## src/rtl/core/cmr_pkg.sv

```systemverilog
// Shared types and constants for the centred moving RMS block.
// No dependencies.
`timescale 1ns / 1ps

package cmr_pkg;

  localparam int unsigned CfgW = 6;                // window_length register width
  localparam logic [CfgW-1:0] PassLimit = 6'd2;    // below this: pass-through

  typedef struct packed {
    logic load;        // take input word
    logic rd;          // read history slot, form square
    logic zero_sq;     // push a zero square (flush)
    logic upd;         // update sum/history/count
    logic flush;       // current push belongs to the flush
    logic div_start;
    logic sqrt_start;
    logic out_load;
    logic clear;       // end of signal: clear history
  } cmd_t;

  typedef struct packed {
    logic pass_mode;   // window below 2
    logic emit;        // count reached half window
    logic seen_zero;
    logic div_done;
    logic sqrt_done;
  } sts_t;

endpackage

```

## src/rtl/core/cmr_div.sv

```systemverilog
// Restoring divider, one quotient bit per cycle.
// No dependencies.
`timescale 1ns / 1ps

module cmr_div #(
  parameter int unsigned DW = 37,
  parameter int unsigned VW = 6
) (
  input  logic          clk_i,
  input  logic          rst_ni,
  input  logic          start_i,
  input  logic [DW-1:0] dividend_i,
  input  logic [VW-1:0] divisor_i,
  output logic          done_o,
  output logic [DW-1:0] quotient_o
);

  localparam int unsigned CW = $clog2(DW + 1);

  logic [DW-1:0] quo_q;
  logic [VW-1:0] rem_q, div_q;
  logic [CW-1:0] cnt_q;
  logic          busy_q, done_q;
  logic [VW:0]   rem_sh;
  logic          ge;

  assign rem_sh = {rem_q, quo_q[DW-1]};
  assign ge     = rem_sh >= {1'b0, div_q};

  always_ff @(posedge clk_i or negedge rst_ni) begin
    if (!rst_ni) begin
      busy_q <= 1'b0;
      done_q <= 1'b0;
      cnt_q  <= '0;
    end else begin
      done_q <= 1'b0;
      if (start_i) begin
        busy_q <= 1'b1;
        cnt_q  <= '0;
      end else if (busy_q) begin
        cnt_q <= cnt_q + CW'(1);
        if (cnt_q == CW'(DW - 1)) begin
          busy_q <= 1'b0;
          done_q <= 1'b1;
        end
      end
    end
  end

  always_ff @(posedge clk_i) begin
    if (start_i) begin
      quo_q <= dividend_i;
      rem_q <= '0;
      div_q <= divisor_i;
    end else if (busy_q) begin
      rem_q <= ge ? VW'(rem_sh - {1'b0, div_q}) : rem_sh[VW-1:0];
      quo_q <= {quo_q[DW-2:0], ge};
    end
  end

  assign done_o     = done_q;
  assign quotient_o = quo_q;

endmodule

```

## src/rtl/core/cmr_sqrt.sv

```systemverilog
// Digit-by-digit integer square root, one root bit per cycle (floor).
// No dependencies.
`timescale 1ns / 1ps

module cmr_sqrt #(
  parameter int unsigned W = 37
) (
  input  logic                   clk_i,
  input  logic                   rst_ni,
  input  logic                   start_i,
  input  logic [W-1:0]           radicand_i,
  output logic                   done_o,
  output logic [(W+1)/2-1:0]     root_o
);

  localparam int unsigned RtW = (W + 1) / 2;
  localparam int unsigned RdW = 2 * RtW;
  localparam int unsigned RmW = RtW + 3;
  localparam int unsigned CW  = $clog2(RtW + 1);

  logic [RdW-1:0] rad_q;
  logic [RtW-1:0] root_q;
  logic [RmW-1:0] rem_q, rem_sh, trial;
  logic [CW-1:0]  cnt_q;
  logic           busy_q, done_q, ge;

  assign rem_sh = {rem_q[RmW-3:0], rad_q[RdW-1 -: 2]};
  assign trial  = RmW'({root_q, 2'b01});
  assign ge     = rem_sh >= trial;

  always_ff @(posedge clk_i or negedge rst_ni) begin
    if (!rst_ni) begin
      busy_q <= 1'b0;
      done_q <= 1'b0;
      cnt_q  <= '0;
    end else begin
      done_q <= 1'b0;
      if (start_i) begin
        busy_q <= 1'b1;
        cnt_q  <= '0;
      end else if (busy_q) begin
        cnt_q <= cnt_q + CW'(1);
        if (cnt_q == CW'(RtW - 1)) begin
          busy_q <= 1'b0;
          done_q <= 1'b1;
        end
      end
    end
  end

  always_ff @(posedge clk_i) begin
    if (start_i) begin
      rad_q  <= RdW'(radicand_i);
      root_q <= '0;
      rem_q  <= '0;
    end else if (busy_q) begin
      rem_q  <= ge ? rem_sh - trial : rem_sh;
      root_q <= {root_q[RtW-2:0], ge};
      rad_q  <= {rad_q[RdW-3:0], 2'b00};
    end
  end

  assign done_o = done_q;
  assign root_o = root_q;

endmodule

```

## src/rtl/core/cmr_datapath.sv

```systemverilog
// Datapath: square history memory, running sum, counters, divider, root, output regs.
// Depends on cmr_pkg, cmr_div, cmr_sqrt.
`timescale 1ns / 1ps

module cmr_datapath #(
  parameter int unsigned MAX_WINDOW  = 63,
  parameter int unsigned SAMPLE_BITS = 16
) (
  input  logic                          clk_i,
  input  logic                          rst_ni,
  input  cmr_pkg::cmd_t                 cmd_i,
  output cmr_pkg::sts_t                 sts_o,
  input  logic                          cfg_we_i,
  input  logic [cmr_pkg::CfgW-1:0]      cfg_data_i,
  input  logic signed [SAMPLE_BITS-1:0] sample_i,
  input  logic                          last_sample_i,
  output logic signed [SAMPLE_BITS:0]   rms_value_o,
  output logic                          last_out_o,
  output logic                          last_in_o
);

  localparam int unsigned OutW = SAMPLE_BITS + 1;
  localparam int unsigned SqW  = 2 * SAMPLE_BITS - 1;
  localparam int unsigned SumW = SqW + $clog2(MAX_WINDOW);
  localparam int unsigned NW   = $clog2(MAX_WINDOW + 1);
  localparam int unsigned AW   = $clog2(MAX_WINDOW);
  localparam int unsigned TW   = (NW > cmr_pkg::CfgW) ? NW : cmr_pkg::CfgW;
  localparam int unsigned Cap  = (MAX_WINDOW % 2 == 0) ? MAX_WINDOW - 1 : MAX_WINDOW;
  localparam int unsigned RtW  = (SumW + 1) / 2;

  logic [SqW-1:0]  mem_q [MAX_WINDOW];
  logic [MAX_WINDOW-1:0] vld_q;
  logic [SqW-1:0]  rd_data_q, sq_q, old_sq;
  logic            rd_vld_q;
  logic [SumW-1:0] sum_q, sum_d;
  logic [NW-1:0]   seen_q, n_q, half, wpos_nx;
  logic [AW-1:0]   wpos_q;
  logic [cmr_pkg::CfgW-1:0] wl_q;
  logic signed [SAMPLE_BITS-1:0] sample_q;
  logic            last_q, emit_last_q;
  logic [SAMPLE_BITS-1:0] mag;
  logic [2*SAMPLE_BITS-1:0] prod;
  logic [TW-1:0]   t_raw;
  logic [NW-1:0]   taps;
  logic [SumW-1:0] quo;
  logic [RtW-1:0]  root;

  // odd window, capped
  assign t_raw = TW'(cfg_data_i) | TW'(1);
  assign taps  = (t_raw > TW'(Cap)) ? NW'(Cap) : NW'(t_raw);

  assign half    = n_q >> 1;
  assign mag     = sample_q[SAMPLE_BITS-1] ? SAMPLE_BITS'(-sample_q) : sample_q;
  assign prod    = mag * mag;
  assign old_sq  = rd_vld_q ? rd_data_q : '0;
  assign sum_d   = sum_q - SumW'(old_sq) + SumW'(sq_q);
  assign wpos_nx = NW'(wpos_q) + NW'(1);

  always_ff @(posedge clk_i or negedge rst_ni) begin
    if (!rst_ni) begin
      wl_q   <= '0;
      n_q    <= NW'(1);
      sum_q  <= '0;
      seen_q <= '0;
      wpos_q <= '0;
      vld_q  <= '0;
    end else begin
      if (cfg_we_i) begin
        wl_q <= cfg_data_i;
        n_q  <= taps;
      end
      if (cfg_we_i || cmd_i.clear) begin
        sum_q  <= '0;
        seen_q <= '0;
        wpos_q <= '0;
        vld_q  <= '0;
      end else if (cmd_i.upd) begin
        sum_q         <= sum_d;
        vld_q[wpos_q] <= 1'b1;
        wpos_q        <= (wpos_nx >= n_q) ? '0 : AW'(wpos_nx);
        if (cmd_i.flush)          seen_q <= seen_q - NW'(1);
        else if (seen_q >= half)  seen_q <= half;
        else                      seen_q <= seen_q + NW'(1);
      end
    end
  end

  // history memory, registered read
  always_ff @(posedge clk_i) begin
    if (cmd_i.rd) begin
      rd_data_q <= mem_q[wpos_q];
      rd_vld_q  <= vld_q[wpos_q];
      sq_q      <= cmd_i.zero_sq ? '0 : prod[SqW-1:0];
    end
    if (cmd_i.upd) begin
      mem_q[wpos_q] <= sq_q;
      emit_last_q   <= cmd_i.flush && (seen_q == NW'(1));
    end
    if (cmd_i.load) begin
      sample_q <= sample_i;
      last_q   <= last_sample_i;
      if (wl_q < cmr_pkg::PassLimit) begin
        rms_value_o <= OutW'(sample_i);
        last_out_o  <= last_sample_i;
      end
    end
    if (cmd_i.out_load) begin
      rms_value_o <= OutW'(root);
      last_out_o  <= emit_last_q;
    end
  end

  cmr_div #(.DW(SumW), .VW(NW)) u_div (
    .clk_i, .rst_ni,
    .start_i   (cmd_i.div_start),
    .dividend_i(sum_d),
    .divisor_i (n_q),
    .done_o    (sts_o.div_done),
    .quotient_o(quo)
  );

  cmr_sqrt #(.W(SumW)) u_sqrt (
    .clk_i, .rst_ni,
    .start_i   (cmd_i.sqrt_start),
    .radicand_i(quo),
    .done_o    (sts_o.sqrt_done),
    .root_o    (root)
  );

  assign sts_o.pass_mode = wl_q < cmr_pkg::PassLimit;
  assign sts_o.emit      = seen_q >= half;
  assign sts_o.seen_zero = seen_q == '0;
  assign last_in_o       = last_q;

endmodule

```

## src/rtl/core/cmr_ctrl.sv

```systemverilog
// RMS sequencer: read, update, then divide, root, output if due; pass-through: output only.
// Depends on cmr_pkg.
`timescale 1ns / 1ps

module cmr_ctrl (
  input  logic          clk_i,
  input  logic          rst_ni,
  input  logic          in_valid_i,
  output logic          in_stall_o,
  output logic          out_valid_o,
  input  logic          out_stall_i,
  output logic          cfg_ready_o,
  input  logic          last_in_i,
  input  cmr_pkg::sts_t sts_i,
  output cmr_pkg::cmd_t cmd_o
);

  typedef enum logic [2:0] {
    S_IDLE, S_READ, S_UPD, S_DIV, S_SQRT, S_OUT, S_CLR
  } state_e;

  state_e state_q;
  logic   flush_q, pass_q, out_valid_q;

  always_comb begin
    cmd_o            = '0;
    cmd_o.flush      = flush_q;
    cmd_o.zero_sq    = flush_q;
    unique case (state_q)
      S_IDLE: cmd_o.load       = in_valid_i;
      S_READ: cmd_o.rd         = 1'b1;
      S_UPD: begin
        cmd_o.upd       = 1'b1;
        cmd_o.div_start = flush_q || sts_i.emit;
      end
      S_DIV:  cmd_o.sqrt_start = sts_i.div_done;
      S_SQRT: cmd_o.out_load   = sts_i.sqrt_done;
      S_CLR:  cmd_o.clear      = 1'b1;
      default: ;
    endcase
  end

  always_ff @(posedge clk_i or negedge rst_ni) begin
    if (!rst_ni) begin
      state_q     <= S_IDLE;
      flush_q     <= 1'b0;
      pass_q      <= 1'b0;
      out_valid_q <= 1'b0;
    end else begin
      unique case (state_q)
        S_IDLE: if (in_valid_i) begin
          pass_q  <= sts_i.pass_mode;
          flush_q <= 1'b0;
          if (sts_i.pass_mode) begin
            out_valid_q <= 1'b1;
            state_q     <= S_OUT;
          end else begin
            state_q <= S_READ;
          end
        end
        S_READ: state_q <= S_UPD;
        S_UPD: begin
          if (flush_q || sts_i.emit) begin
            state_q <= S_DIV;
          end else if (last_in_i) begin
            flush_q <= 1'b1;
            state_q <= S_READ;
          end else begin
            state_q <= S_IDLE;
          end
        end
        S_DIV:  if (sts_i.div_done) state_q <= S_SQRT;
        S_SQRT: if (sts_i.sqrt_done) begin
          out_valid_q <= 1'b1;
          state_q     <= S_OUT;
        end
        S_OUT: if (!out_stall_i) begin
          out_valid_q <= 1'b0;
          priority if (pass_q)                      state_q <= S_IDLE;
          else if (flush_q && sts_i.seen_zero)      state_q <= S_CLR;
          else if (flush_q)                         state_q <= S_READ;
          else if (last_in_i) begin
            flush_q <= 1'b1;
            state_q <= S_READ;
          end else                                  state_q <= S_IDLE;
        end
        S_CLR: state_q <= S_IDLE;
        default: state_q <= S_IDLE;
      endcase
    end
  end

  assign in_stall_o  = state_q != S_IDLE;
  assign cfg_ready_o = state_q == S_IDLE;
  assign out_valid_o = out_valid_q;

endmodule

```

## src/rtl/core/centered_moving_rms.sv

```systemverilog
// Centred moving RMS envelope, top level.
// Depends on cmr_pkg, cmr_ctrl, cmr_datapath.
`timescale 1ns / 1ps

// Usage
// - Input channel (in_valid_i / in_stall_o): one sample word with a last flag.
//   A word is taken when valid is high and stall is low.
// - Output channel (out_valid_o / out_stall_i): RMS words. The receiver holds
//   stall high to keep the current word; the block waits until it is taken.
// - Config channel (cfg_valid_i / cfg_ready_o): window length, taken only
//   while idle. A write also clears the history, as at a new signal.
// - Window below 2: pass-through, one word per sample (accept, then output
//   register); while the receiver stalls, no new sample is taken.
// - Otherwise each sample goes through accept, read history and update sum
//   and, when a result is due, the serial divider, the root unit and the
//   output register; a new sample is taken only once the last is through.
// - The last sample flushes up to N/2 further results, then the history
//   is cleared.
// - Reset: window 0 (pass-through), history and sum zero, nothing pending.

module centered_moving_rms #(
  parameter int unsigned MAX_WINDOW  = 63,
  parameter int unsigned SAMPLE_BITS = 16
) (
  input  logic                          clk_i,
  input  logic                          rst_ni,
  input  logic                          in_valid_i,
  output logic                          in_stall_o,
  input  logic signed [SAMPLE_BITS-1:0] sample_i,
  input  logic                          last_sample_i,
  output logic                          out_valid_o,
  input  logic                          out_stall_i,
  output logic signed [SAMPLE_BITS:0]   rms_value_o,
  output logic                          last_out_o,
  input  logic                          cfg_valid_i,
  output logic                          cfg_ready_o,
  input  logic [cmr_pkg::CfgW-1:0]      cfg_data_i
);

  cmr_pkg::cmd_t cmd;
  cmr_pkg::sts_t sts;
  logic          last_in;

  cmr_ctrl u_ctrl (
    .clk_i, .rst_ni,
    .in_valid_i, .in_stall_o,
    .out_valid_o, .out_stall_i,
    .cfg_ready_o,
    .last_in_i(last_in),
    .sts_i    (sts),
    .cmd_o    (cmd)
  );

  cmr_datapath #(.MAX_WINDOW(MAX_WINDOW), .SAMPLE_BITS(SAMPLE_BITS)) u_dp (
    .clk_i, .rst_ni,
    .cmd_i        (cmd),
    .sts_o        (sts),
    .cfg_we_i     (cfg_valid_i && cfg_ready_o),
    .cfg_data_i,
    .sample_i,
    .last_sample_i,
    .rms_value_o,
    .last_out_o,
    .last_in_o    (last_in)
  );

endmodule

```

## config.mk

```make
export PLATFORM = sky130hd
export DESIGN_NAME = centered_moving_rms
export DESIGN_NICKNAME = d
export VERILOG_FILES = /design/src/rtl/core/cmr_pkg.sv /design/src/rtl/core/cmr_div.sv /design/src/rtl/core/cmr_sqrt.sv /design/src/rtl/core/cmr_datapath.sv /design/src/rtl/core/cmr_ctrl.sv /design/src/rtl/core/centered_moving_rms.sv
export SDC_FILE = /design/constraint.sdc
export NUM_CORES = 2
export LEC_CHECK = 0
export BUFFER_PORTS_ARGS = -buffer_cell sky130_fd_sc_hd__buf_2
export CORE_MARGIN = 1
export CORE_UTILIZATION = 45
export DETAILED_ROUTE_END_ITERATION = 10
export PLACE_DENSITY = 0.64
export SYNTH_ARGS = -nofsm -noshare
export SYNTH_HDL_FRONTEND = slang
export SYNTH_SLANG_ARGS = --single-unit
```

## constraint.sdc

```tcl
create_clock -name clk_i -period 8.4 [get_ports clk_i]
set_clock_uncertainty 0.05 [all_clocks]
set_input_delay 1.68 -clock clk_i [delete_from_list [all_inputs] [get_ports clk_i]]
set_output_delay 1.68 -clock clk_i [all_outputs]
set_load 0.05 [all_outputs]
```

# Word level (Yosys, flattened, before mapping)
# Memory sizes are Yosys's and may differ from the RTL's. A register that Yosys moved wholly into a read port is not among the register bits.
# Index checks and enable logic that the tools add are counted.
[word_totals]
reg_bits = 339
ram_bits = 1953
input_bits = 28
output_inout_bits = 21
mem_count = 1
[op_classes]
n_addsub = 10
multipliers = 1
order_cmp = 8
n_eq_ne = 18
mux = 80
bitwise_logic = 1
reduce_logical = 21
[memory_table]
columns = ["memory", "depth", "word_bits", "read_ports", "rd_ports_with_merged_regs", "wr", "line", "source"]
rows = [
  ["u_dp.mem_q", 63, 31, 1, 1, 1, "cmr_datapath.sv:31", "logic [SqW-1:0] mem_q [MAX_WINDOW];"],
]
[op_table]
columns = ["operator", "n"]
rows = [
  ["2-to-1 mux 37 bit", 6],
  ["2-to-1 mux 63 bit", 2],
  ["2-to-1 mux 6 bit", 11],
  ["OR 63 bit", 1],
  ["2-to-1 mux 17 bit", 3],
  ["2-to-1 mux 1 bit", 39],
  ["adder 37 x 31 -> 37 bit", 1],
  ["subtractor 37 x 31 -> 37 bit", 1],
  ["multiplier 16 x 16 -> 31 bit", 1],
  ["2-to-1 mux 31 bit", 1],
  ["2-to-1 mux 3 bit", 9],
  ["greater-or-equal comparator 22 x 21 -> 1 bit", 1],
  ["2-to-1 mux 20 bit", 1],
  ["subtractor 20 bit", 1],
  ["adder 6 x 1 -> 6 bit (second input constant)", 3],
  ["one-hot mux 3 bit (6 select lines)", 1],
  ["2-to-1 mux 16 bit", 1],
  ["negator 16 bit", 1],
  ["2-to-1 mux 5 bit", 2],
  ["inequality test 2 bit (second input constant)", 5],
  ["nonzero test 2 bit", 5],
  ["equality test 3 bit (second input constant)", 3],
  ["nonzero test 3 bit", 3],
  ["inequality test 2 x 1 -> 1 bit (second input constant)", 4],
  ["26 further kinds", 33],
]

# Depth between registers and ports, before layout
[depth]
depth_word = 7
mapped_depth = 31
depth_no_buf = 30

# Cells and area by module
# A second synthesis with hierarchy kept.
[hier_totals]
cells_unflattened = 6681
area_unflattened_um2 = 99145.1
[by_module_without_submodules]
columns = ["mod", "instances", "cells_per_inst", "area_per_inst_um2", "seq_area_each_um2"]
rows = [
  ["cmr_datapath", 1, 5968, 91217.5, 62720.2],
  ["cmr_sqrt", 1, 442, 4682.0, 2087.0],
  ["cmr_div", 1, 198, 2683.8, 1611.5],
  ["cmr_ctrl", 1, 72, 555.5, 150.1],
  ["centered_moving_rms", 1, 1, 6.3, 0.0],
]

# Worst setup path before layout
# OpenSTA, ideal clock, no wires.
[synth_timing]
path_type = "flip-flop to flip-flop"
startpoint = "register u_dp.sample_q[4]"
endpoint = "register u_dp.sq_q[24] (data pin)"
setup_ps = 269
t_arrival_ps = 7390
setup_slack_ps = 691
stages_incl_launch_ff = 29
n_path_buf = 1
period_less_slack_ps = 7709
path_cell_list = "edfxtp_1 -> or4_4 -> nor4_2 -> and2b_1 -> nand2b_1 -> o31ai_2 -> xor2_1 -> inv_2 -> buf_2 -> nand2_1 -> fa_1 -> fa_1 -> inv_1 -> fa_1 -> fa_1 -> fa_1 -> inv_1 -> fa_1 -> inv_1 -> ha_1 -> a21o_1 -> a21o_1 -> a21o_1 -> a2111oi_1 -> nor2_1 -> o311ai_2 -> a21boi_0 -> nor3_1 -> nor3_1"
[synth_via]
elab_chain_len = 3
[synth_lines]
columns = ["element", "line", "source"]
rows = [
  ["start: declaration", "cmr_datapath.sv:39", "logic signed [SAMPLE_BITS-1:0] sample_q;"],
  ["start signal: assignment", "cmr_datapath.sv:100", "sample_q <= sample_i;"],
  ["negator 16 bit", "cmr_datapath.sv:53", "assign mag = sample_q[SAMPLE_BITS-1] ? SAMPLE_BITS'(-sample_q) : sample_q;"],
  ["2-to-1 mux 16 bit (*)", "cmr_datapath.sv:53", ""],
  ["multiplier 16 x 16 -> 31 bit (*)", "cmr_datapath.sv:54", "assign prod = mag * mag;"],
  ["end signal: assignment", "cmr_datapath.sv:93", "sq_q <= cmd_i.zero_sq ? '0 : prod[SqW-1:0];"],
  ["end: declaration", "cmr_datapath.sv:33", "logic [SqW-1:0] rd_data_q, sq_q, old_sq;"],
]
# Mark *: on every way between the ends. The rest lies on a longest branch, timed or not.
# A chain may end at the register's enable or synchronous reset.

# Final worst setup path
[layout_timing]
startpoint = "register u_dp.sample_q[4]"
endpoint = "register u_dp.sq_q[26] (data pin)"
# The elaborated chain is that of the path after synthesis.

==> flow_summary.json <==
{
  "numCtsBuffers": 212,
  "ant_nets": 0,
  "final_nets": 6892,
  "yosysMostFrequentCell": "edfxtp_1",
  "area_delta_synth_final_pct": 12.6,
  "r2r_start": "u_dp.sample_q[4]",
  "yosysUniqueCellTypes": 88,
  "place.gp.congestion": 0.880,
  "cp-start-kind": "register",
  "ys_ff_latch": 2255,
  "rsz0062_at_grt": "false",
  "critPathRequiredTime_ns": 8.94,
  "io_pins": 49,
  "clk_latency_ns": 0.88,
  "min-delay-start": "u_dp.n_q[4]",
  "arrival_ns": 8.46,
  "drive_above_1_share_pct": 11.5,
  "worstSetupPathType": "register to register",
  "tns_ns": 0,
  "clock_sink_count": 2255,
  "path_buf_inv": 4,
  "die_x_um": 461,
  "grt_max_degree": 106,
  "worst_pin_slew_ns": 1.31,
  "grt.overflow.total": 0,
  "fmax_ghz": 0.126,
  "critPathSlowestCell": "or4_4",
  "fill_cells": 17100,
  "ys_top_cells_by_area": "edfxtp_1, a22oi_1, fa_1",
  "grt_pass1_vias": 56700,
  "drt-initial-drc-count": 7683,
  "critPathTopFamily": "adder cells",
  "r2r-end": "u_dp.sq_q[26]",
  "cp-end-kind": "register",
  "root_buffer": "clkbuf_16",
  "setup_viol": 0,
  "outcome": "finished clean",
  "clk_path_buf_depth": 3,
  "syn_area_um2": 94800,
  "io_buffers": 47,
  "drt_first_pass_iters": 6,
  "rows": 168,
  "synth.yosys.seq_area_share_pct": 70.2,
  "clk_pin_slew_ns": 0.06,
  "die_area_um2": 213000,
  "grt_first_pass_wirelength_um": 394000,
  "hold_class": "register to register",
  "synth_commonest_cells": "edfxtp_1, a22oi_1, nor2_1, inv_1, nand2_1",
  "synth_edf_count": 2066,
  "start_util_pct": 45.3,
  "cts_max_level": 4,
  "worst-r2r-cell-count": 28,
  "hpwl_um": 159000,
  "core_area_um2": 210000,
  "slew_violations": 0,
  "ys.flop_type": "edfxtp_1",
  "antenna_found_initial": 16,
  "cap_viol_max_count": 0,
  "yosysTopAreaCellShare_pct": 65.4,
  "yosys.area.top_type": "edfxtp_1",
  "vias_per_cell": 6.08,
  "period_share_pct": 94.2,
  "relSlewSlack_pct": 12.1,
  "hold_violations": 0,
  "async_reset_ff_share_pct": 6.34,
  "period_minus_slack_ns": 7.92,
  "critPathMaxFanout": 5,
  "vias": 57700,
  "syn_area_per_cell_um2": 14.9,
  "tritoncts": "yes",
  "drc": 0,
  "yosys_warnings": 0,
  "whs_endpoint": "u_dp.u_div.div_q[4]",
  "max_stage_delay_ns": 0.60,
  "wl_per_cell_um": 28.9,
  "rrSetupSlack_ns": 0.48,
  "grt_util_all_layers_pct": 25.7,
  "die_h_um": 461,
  "hold_path_depth": 0,
  "crit_path_frequent_cell": "fa_1",
  "wirelength_um": 274000,
  "synthCells": 6351
}
-- state kept, by name (all words and copies together) (netlist names), 5 cells and up --
signal / count
u_dp.u_div.rem_q: 6
u_dp.u_div.cnt_q: 6
u_dp.n_q: 5
u_dp.wpos_q: 6
u_dp.sq_q: 30
u_dp.u_div.quotient_o: 37
u_dp.u_sqrt.rad_q: 38
u_dp.u_sqrt.root_o: 19
u_dp.mem_q: 1890
u_dp.sum_q: 37
u_dp.vld_q: 63
u_dp.u_div.div_q: 5
u_dp.u_sqrt.cnt_q: 5
u_dp.u_sqrt.rem_q: 20
u_dp.rd_data_q: 30
u_dp.rms_value_o: 17
u_dp.wl_q: 5
u_dp.seen_q: 6
u_dp.sample_q: 16
-- layout by cell type (no fill, tap or decap), drive strengths merged, types with 143 or more instances in the layout --
| master | n |
|---|---|
| edfxtp | 2066 |
| a22oi | 581 |
| nor2 | 421 |
| inv | 411 |
| nand2 | 383 |
| clkbuf | 268 |
| buf | 264 |
| a21oi | 200 |
| fa | 194 |
| ha | 176 |
| a22o | 156 |
| dfrtp | 143 |
-- stage by stage --
step	area (um^2)	utilization (%)	cells	setup WS, ns	hold WS (ns)
after floorplan	94900	-	6360	0.691	0.375
after global placement	99700	47.6	9084	0.160	0.396
after detailed placement	99700	47.6	9084	0.162	0.398
after CTS	107000	50.9	9480	0.0768	0.418
after global routing	107000	50.9	9482	0.0434	0.435
final	107000	50.9	9485	0.484	0.414
-- worst max-delay path by stage --
stage	start	endpoint	slack (ns)	cells past startpoint
floorplan	u_dp.sample_q[4]	u_dp.sq_q[24]	0.69	28
global placement	u_dp.sample_q[4]	u_dp.sq_q[24]	0.16	27
detailed placement	u_dp.sample_q[4]	u_dp.sq_q[24]	0.16	28
CTS	u_dp.sample_q[4]	u_dp.sq_q[26]	0.08	28
global route	u_dp.sample_q[4]	u_dp.sq_q[26]	0.04	28
finish	u_dp.sample_q[4]	u_dp.sq_q[26]	0.48	28
-- logic make-up (layout without fill, tap and decap cells) --
| logic type | count (synthesis) | after routing | synth area share (%) |
|---|---|---|---|
| xor gates and xnor gates | 119 | 119 | 1.12 |
| and+or+nand+nor | 1114 | 1114 | 5.20 |
| muxes | 154 | 154 | 1.96 |
| adders and majority gates | 370 | 370 | 6.42 |
| DFF | 2255 | 2255 | 70.2 |
| buffers and inverters | 755 | 1071 | 3.06 |
| other | 2 | 15 | 0.00792 |
| AOI/OAI and AO/OA | 1582 | 1582 | 12.1 |
-- final cells by class --
cell class                 instances  area (um^2)  area share, %
sequential                      2255        66600           62.3
multi-input combinational       3350        26100           24.5
clock buffer                     268         5700           5.34
tap                             2805         3510           3.29
timing repair buffer             264         2020           1.89
inverter                         411         1540           1.45
clock inverter                   128         1310           1.22
antenna                            4         10.0        0.00938
-- layer usage --
metal | track usage [%] | up-vias | routed length, um
met5 | 0 | - | 69
met2 | 40.2 | 3173 | 126000
met4 | 10.8 | 10 | 12700
met1 | 34.6 | 29300 | 106000
li1 | - | 24700 | -
met3 | 5.79 | 501 | 29700
-- timing repair --
action                     in CTS  in global routing
hold buffers                    0                  0
setup endpoints to repair       0                  9
buffers inserted                0                  1
gates resized for setup         0                  9
Power is not shown: default switching activity piles up to over one toggle a cycle in this logic, so the estimate is an artifact.
